===== src/rtl/core/aarm_pkg.sv =====
// Package: shared types and constants for the axis-angle rotation matrix pipeline.
`timescale 1ns / 1ps
package aarm_pkg;

    localparam int CORDIC_STAGES_DEF = 14;
    localparam int ATAN_ENTRIES      = 24;
    localparam int CW                = 34;
    localparam int QW                = 26;
    localparam int SQRT_STEPS        = 32;
    localparam int DIV_STEPS         = 26;
    localparam int NORM_LAT          = 2 + SQRT_STEPS + DIV_STEPS + 1;
    localparam int MAT_LAT           = 3;
    localparam int LAT_TOTAL         = NORM_LAT + MAT_LAT;

    localparam logic signed [18:0]   TURN_PER_RAD_Q20 = 19'sd166886;
    localparam logic signed [CW-1:0] CORDIC_GAIN_Q30  = CW'(32'h26DD3B6A);
    localparam logic [QW-1:0]        ONE_Q24          = QW'(1 << 24);
    localparam logic signed [15:0]   Q14_ONE          = 16'sd16384;

    localparam logic [31:0] ATAN_TURNS [0:ATAN_ENTRIES-1] = '{
        32'h20000000, 32'h12E4051D, 32'h09FB385B, 32'h051111D4, 32'h028B0D43, 32'h0145D7E1,
        32'h00A2F61E, 32'h00517C55, 32'h0028BE53, 32'h00145F2E, 32'h000A2F98, 32'h000517CC,
        32'h00028BE6, 32'h000145F3, 32'h0000A2F9, 32'h0000517C, 32'h000028BE, 32'h0000145F,
        32'h00000A2F, 32'h00000517, 32'h0000028B, 32'h00000145, 32'h000000A2, 32'h00000051
    };

    typedef struct packed {
        logic signed [15:0] angle;
        logic signed [15:0] axis_x;
        logic signed [15:0] axis_y;
        logic signed [15:0] axis_z;
    } in_t;

    typedef struct packed {
        logic signed [15:0] m00;
        logic signed [15:0] m01;
        logic signed [15:0] m02;
        logic signed [15:0] m10;
        logic signed [15:0] m11;
        logic signed [15:0] m12;
        logic signed [15:0] m20;
        logic signed [15:0] m21;
        logic signed [15:0] m22;
        logic               zero_axis;
    } out_t;

    typedef struct packed {
        logic signed [QW-1:0] x;
        logic signed [QW-1:0] y;
        logic signed [QW-1:0] z;
    } unit_t;

    typedef struct packed {
        logic signed [QW-1:0] c;
        logic signed [QW-1:0] s;
    } trig_t;

endpackage


===== src/rtl/core/aarm_cordic.sv =====
// Angle to phase, quadrant fold and pipelined CORDIC giving cosine and sine in Q24.
`timescale 1ns / 1ps
module aarm_cordic import aarm_pkg::*; #(
    parameter int CORDIC_STAGES = CORDIC_STAGES_DEF
) (
    input  logic               aclk,
    input  logic               ce,
    input  logic signed [15:0] angle,
    output trig_t              trig
);

    logic signed [CW-1:0] x_reg [0:CORDIC_STAGES];
    logic signed [CW-1:0] y_reg [0:CORDIC_STAGES];
    logic signed [CW-1:0] z_reg [0:CORDIC_STAGES];
    logic                 flip_reg [0:CORDIC_STAGES];
    trig_t                trig_reg;

    logic signed [34:0]   phase_prod;
    logic [31:0]          phase;
    logic                 flip;
    logic [31:0]          folded;
    logic signed [CW-1:0] xf;
    logic signed [CW-1:0] yf;

    assign phase_prod = 35'(angle) * 35'(TURN_PER_RAD_Q20);
    assign phase      = phase_prod[31:0];
    assign flip       = phase[31] ^ phase[30];
    assign folded     = {phase[31] ^ flip, phase[30:0]};

    always_ff @(posedge aclk) begin
        if (ce) begin
            x_reg[0]    <= CORDIC_GAIN_Q30;
            y_reg[0]    <= '0;
            z_reg[0]    <= CW'(signed'(folded));
            flip_reg[0] <= flip;
        end
    end

    for (genvar i = 0; i < CORDIC_STAGES; i++) begin : g_stage
        localparam logic signed [CW-1:0] AT = CW'(ATAN_TURNS[i]);
        logic signed [CW-1:0] dx;
        logic signed [CW-1:0] dy;
        assign dx = y_reg[i] >>> i;
        assign dy = x_reg[i] >>> i;
        always_ff @(posedge aclk) begin
            if (ce) begin
                if (!z_reg[i][CW-1]) begin
                    x_reg[i+1] <= x_reg[i] - dx;
                    y_reg[i+1] <= y_reg[i] + dy;
                    z_reg[i+1] <= z_reg[i] - AT;
                end else begin
                    x_reg[i+1] <= x_reg[i] + dx;
                    y_reg[i+1] <= y_reg[i] - dy;
                    z_reg[i+1] <= z_reg[i] + AT;
                end
                flip_reg[i+1] <= flip_reg[i];
            end
        end
    end

    assign xf = flip_reg[CORDIC_STAGES] ? -x_reg[CORDIC_STAGES] : x_reg[CORDIC_STAGES];
    assign yf = flip_reg[CORDIC_STAGES] ? -y_reg[CORDIC_STAGES] : y_reg[CORDIC_STAGES];

    always_ff @(posedge aclk) begin
        if (ce) begin
            trig_reg.c <= QW'((xf + CW'(32)) >>> 6);
            trig_reg.s <= QW'((yf + CW'(32)) >>> 6);
        end
    end

    assign trig = trig_reg;

endmodule


===== config.mk =====
export PLATFORM = sky130hd
export DESIGN_NAME = aarm_cordic
export DESIGN_NICKNAME = d
export VERILOG_FILES = /design/src/rtl/core/aarm_pkg.sv /design/src/rtl/core/aarm_cordic.sv
export SDC_FILE = /design/constraint.sdc
export NUM_CORES = 2
export LEC_CHECK = 0
export BUFFER_PORTS_ARGS = -buffer_cell sky130_fd_sc_hd__buf_2
export CORE_UTILIZATION = 46
export CTS_BUF_LIST = sky130_fd_sc_hd__clkbuf_4 sky130_fd_sc_hd__clkbuf_8
export CTS_CLUSTER_DIAMETER = 40
export CTS_CLUSTER_SIZE = 12
export DETAILED_ROUTE_END_ITERATION = 10
export HOLD_SLACK_MARGIN = 0.02
export PLACE_DENSITY = 0.61
export SYNTH_ARGS = -nofsm -noshare
export SYNTH_HDL_FRONTEND = slang
export SYNTH_SLANG_ARGS = --single-unit

===== constraint.sdc =====
create_clock -name aclk -period 10 [get_ports aclk]
set_input_delay 3 -clock aclk [delete_from_list [all_inputs] [get_ports aclk]]
set_output_delay 3 -clock aclk [all_outputs]
set_load 0.05 [all_outputs]

==> results by group <==
STA
  – Pins over their slew limit: 0
  – Period utilisation layout: 0.829
  – Worst relative slew slack: 0.270
  – Post-Route Skew: 0.111 ns
  – Minimum clock period: 8.29 ns
  – Fin Setup TNS: 0 ns
  – Setup repair after global routing missed its margin: false
  – Number of endpoints with negative hold slack in the final report: 0
  – Peak clock frequency supported by timing: 121 MHz
  – Final setup fails: 0
  – Worst path setup slack after routing: 1.71 ns
  – Slew at the pin with the worst max-slew slack: 1.08 ns

Synthesis
  – Gate count of the mapped netlist: 11676
  – Share of the synthesized area in compound gates (AO/OA/AOI/OAI): 0.190
  – Flop and latch count out of synthesis: 1349
  – Netlist area before placement: 114000 um2
  – Adder and majority gate portion of the synthesized area: 0.168
  – Most instantiated flip-flop cell in the synthesis netlist: sky130_fd_sc_hd__edfxtp_1
  – Mapped Avg Cell Area: 9.75 um2
  – Number of library cell types mapped by synthesis: 96
  – Ys Warns: 0
  – Share of synthesized cell area in and, or, nand and nor gates: 0.123
  – Xor/xnor share of the synthesized area: 0.133
  – Dominant combinational cell family by area after synthesis: compound AO/OA/AOI/OAI gates
  – Net Count, Synth: 13149
  – Mux share of post-synthesis cell area: 0.00576
  – Async SR Flop Fraction: 0
  – Number of enable-type register cells in the synthesized netlist: 1349
  – Seq/Total Area, Yosys: 0.356

Routing
  – Routed length per placed instance: 19.1 um
  – Count of unresolved DRC violations after routing: 0
  – Antenna-violating nets left: 0
  – DR vias: 88074
  – Iteration-0 DRC count of the detailed router: 5553
  – Vias per std cell: 5.74
  – Overall routed net length: 292 mm
  – First-pass iteration count of the detailed router: 8

Layout
  – Fraction of layout cells with a size suffix above 1: 0.0591
  – Final Util: 0.504
  – Max FFs per register: 441
  – Layout Area Growth over Synthesis: 8.90%
  – Number of nets in the final layout: 13385

Die
  – Die Wd: 499 um
  – Vertical die dimension: 499 um
  – Row count: 182
  – Core footprint: 246000 um2
  – Number of placed I/O pins: 70
  – Starting utilization of the core area: 0.463
  – Floorplan die area: 249000 um2

Critical path
  – Worst path arrival time: 9.06 ns
  – CP Data Required Time: 10.78 ns
  – Startpoint types: primary input
  – FF-to-FF path depth: 19
  – Critical path start-end classification: in -> reg
  – Worst-path fanout max: 6
  – Endpoint class of the critical path: flop
  – Minimum setup slack among reg-to-reg paths: 4.00 ns

Clock network
  – Number of buffers between clock root and the deepest sink: 4
  – Number of gates given a new drive strength after cts: 0
  – Num CTS Buffers: 278
  – Clock insertion delay at the later pin of the skew report: 1.06 ns
  – Clock tree sinks: 1349
  – Clock transition at the registers of the reported paths: 0.06 ns
  – TritonCTS clock tree: built
  – Count of H-tree levels built during CTS: 5
  – Cell at the root of the clock tree: sky130_fd_sc_hd__clkbuf_8
  – Total of hold buffers inserted after clock tree synthesis: 0
  – Post-CTS setup buffer count: 0

GRT
  – Via count of the first global-routing pass: 86823
  – Largest net degree at the start of global routing: 137
  – Initial antenna violation count: 5
  – Global-route wire length before repair: 464 mm
  – Total Routing Usage GR: 0.230
  – Grt total ovfl: 0

Placement
  – Port bufs: 69
  – HPWL Detailed: 232 mm
  – Worst setup slack before clock tree synthesis: 0.672 ns
  – Weighted congestion reported at the end of routability-driven placement: 0.933

Run status
  – Outcome: finished, final reports clean

Worst hold path
  – Worst hold path class: reg -> reg
  – Count of cells along the worst hold path: 0

Job
  – Max capacitance violation total: 0
-- critical path: stages --
cell and delay (ns):
sky130_fd_sc_hd__buf_2 0.18, sky130_fd_sc_hd__inv_1 0.12, sky130_fd_sc_hd__fa_1 0.66, sky130_fd_sc_hd__fa_1 0.47, sky130_fd_sc_hd__fa_1 0.49, sky130_fd_sc_hd__fa_1 0.49
sky130_fd_sc_hd__inv_1 0.06, sky130_fd_sc_hd__fa_1 0.52, sky130_fd_sc_hd__inv_1 0.05, sky130_fd_sc_hd__fa_1 0.53, sky130_fd_sc_hd__inv_1 0.04, sky130_fd_sc_hd__ha_1 0.37
sky130_fd_sc_hd__o21ai_0 0.13, sky130_fd_sc_hd__a211oi_1 0.48, sky130_fd_sc_hd__a21oi_1 0.26, sky130_fd_sc_hd__o211ai_1 0.23, sky130_fd_sc_hd__a21oi_1 0.13, sky130_fd_sc_hd__o21ai_0 0.23
sky130_fd_sc_hd__o21ai_0 0.17, sky130_fd_sc_hd__o21ai_0 0.17, sky130_fd_sc_hd__o21ai_0 0.13, sky130_fd_sc_hd__xnor2_1 0.14
-- cells in the final DEF (no fill, tap or decap), types with 68 or more instances in the layout --
cell type and instances:
sky130_fd_sc_hd__nand2b_1 211, sky130_fd_sc_hd__nor2b_1 145, sky130_fd_sc_hd__clkbuf_8 284, sky130_fd_sc_hd__xnor2_1 1134, sky130_fd_sc_hd__or3_1 85, sky130_fd_sc_hd__fa_1 118
sky130_fd_sc_hd__o21a_1 195, sky130_fd_sc_hd__nand3_1 196, sky130_fd_sc_hd__nand4_1 68, sky130_fd_sc_hd__o31ai_1 121, sky130_fd_sc_hd__xor2_1 596, sky130_fd_sc_hd__o21bai_1 129
sky130_fd_sc_hd__a211oi_1 105, sky130_fd_sc_hd__nor3_1 241, sky130_fd_sc_hd__a21oi_1 1146, sky130_fd_sc_hd__nor2_1 853, sky130_fd_sc_hd__edfxtp_1 1349, sky130_fd_sc_hd__ha_1 1337
sky130_fd_sc_hd__o21ai_0 658, sky130_fd_sc_hd__inv_1 559, sky130_fd_sc_hd__and3_1 90, sky130_fd_sc_hd__buf_2 68, sky130_fd_sc_hd__nand2_1 700, sky130_fd_sc_hd__a21o_1 554
sky130_fd_sc_hd__a31oi_1 99
-- cells in the mapped netlist, types with 26 or more instances --
cell | instances | area share
sky130_fd_sc_hd__o21a_1 | 195 | 0.013
sky130_fd_sc_hd__o31a_1 | 28 | 0.0022
sky130_fd_sc_hd__ha_1 | 1337 | 0.15
sky130_fd_sc_hd__or2_2 | 44 | 0.0024
sky130_fd_sc_hd__nor2b_1 | 145 | 0.0080
sky130_fd_sc_hd__a211oi_1 | 105 | 0.0069
sky130_fd_sc_hd__nor3_1 | 241 | 0.011
sky130_fd_sc_hd__o21ai_0 | 658 | 0.029
sky130_fd_sc_hd__fa_1 | 118 | 0.021
sky130_fd_sc_hd__a21boi_0 | 37 | 0.0024
sky130_fd_sc_hd__o41ai_1 | 48 | 0.0037
sky130_fd_sc_hd__or3_1 | 85 | 0.0047
sky130_fd_sc_hd__inv_1 | 561 | 0.018
sky130_fd_sc_hd__clkbuf_1 | 137 | 0.0045
sky130_fd_sc_hd__or4_1 | 41 | 0.0027
sky130_fd_sc_hd__o21bai_1 | 129 | 0.0085
sky130_fd_sc_hd__mux2i_1 | 37 | 0.0033
sky130_fd_sc_hd__nand2_1 | 709 | 0.023
sky130_fd_sc_hd__a21o_1 | 554 | 0.037
sky130_fd_sc_hd__and3_1 | 90 | 0.0049
sky130_fd_sc_hd__xnor2_1 | 1134 | 0.087
sky130_fd_sc_hd__a31oi_1 | 99 | 0.0054
sky130_fd_sc_hd__xor2_1 | 596 | 0.046
sky130_fd_sc_hd__o31ai_1 | 121 | 0.0080
sky130_fd_sc_hd__nand3_1 | 196 | 0.0086
sky130_fd_sc_hd__o211ai_1 | 49 | 0.0032
sky130_fd_sc_hd__nor4_1 | 57 | 0.0031
sky130_fd_sc_hd__nand4_1 | 68 | 0.0037
sky130_fd_sc_hd__o22ai_1 | 26 | 0.0014
sky130_fd_sc_hd__and2_1 | 52 | 0.0029
sky130_fd_sc_hd__buf_1 | 35 | 0.0012
sky130_fd_sc_hd__nor2_1 | 853 | 0.028
sky130_fd_sc_hd__a21oi_1 | 1146 | 0.050
sky130_fd_sc_hd__edfxtp_1 | 1349 | 0.36
sky130_fd_sc_hd__nand2b_1 | 211 | 0.012
-- layout make-up --
cell class	instances	area, um2
multi-input cells	9586	70600
clock inverters	170	1810
well taps	3220	4030
repair buffers	131	863
diodes	12	30.0
fillers	22465	122000
clock buffers	301	4040
flip-flops and latches	1349	40500
inverters	566	2120
-- worst paths after layout --
check / start / to
worst min-delay path: flip_reg[11] / flip_reg[12]
worst max register to register: y_reg[6][6] / x_reg[3][63]
worst max-delay path: angle[4] / flip_reg[0]
worst min register to register: flip_reg[11] / flip_reg[12]
-- metrics by stage --
step | area, um2 | hold WS, ns | std cells
after global routing | 124000 | 0.429 | 15326
final | 124000 | 0.415 | 15335
after global placement | 118000 | 0.403 | 14852
after floorplan | 114000 | 0.400 | 11676
after detailed placement | 118000 | 0.405 | 14852
after CTS | 124000 | 0.414 | 15323
-- layer usage --
layer | GRT usage | part of all wire
met1 | 0.277 | 0.42
met5 | 0 | 0.00023
met2 | 0.416 | 0.50
met3 | 0.0261 | 0.040
met4 | 0.0869 | 0.037
-- logic make-up (layout without fill, tap and decap cells) --
family | after synthesis | in the layout
compound gates | 3440 | 3440
simple gates | 2897 | 2897
xor+xnor | 1731 | 1731
fa+ha+maj | 1456 | 1456
flops | 1349 | 1349
buf+inv | 741 | 1168
mux | 62 | 62
other cells | 0 | 12
Power is not shown: default switching activity piles up to over one toggle a cycle in this logic, so the estimate is an artifact.
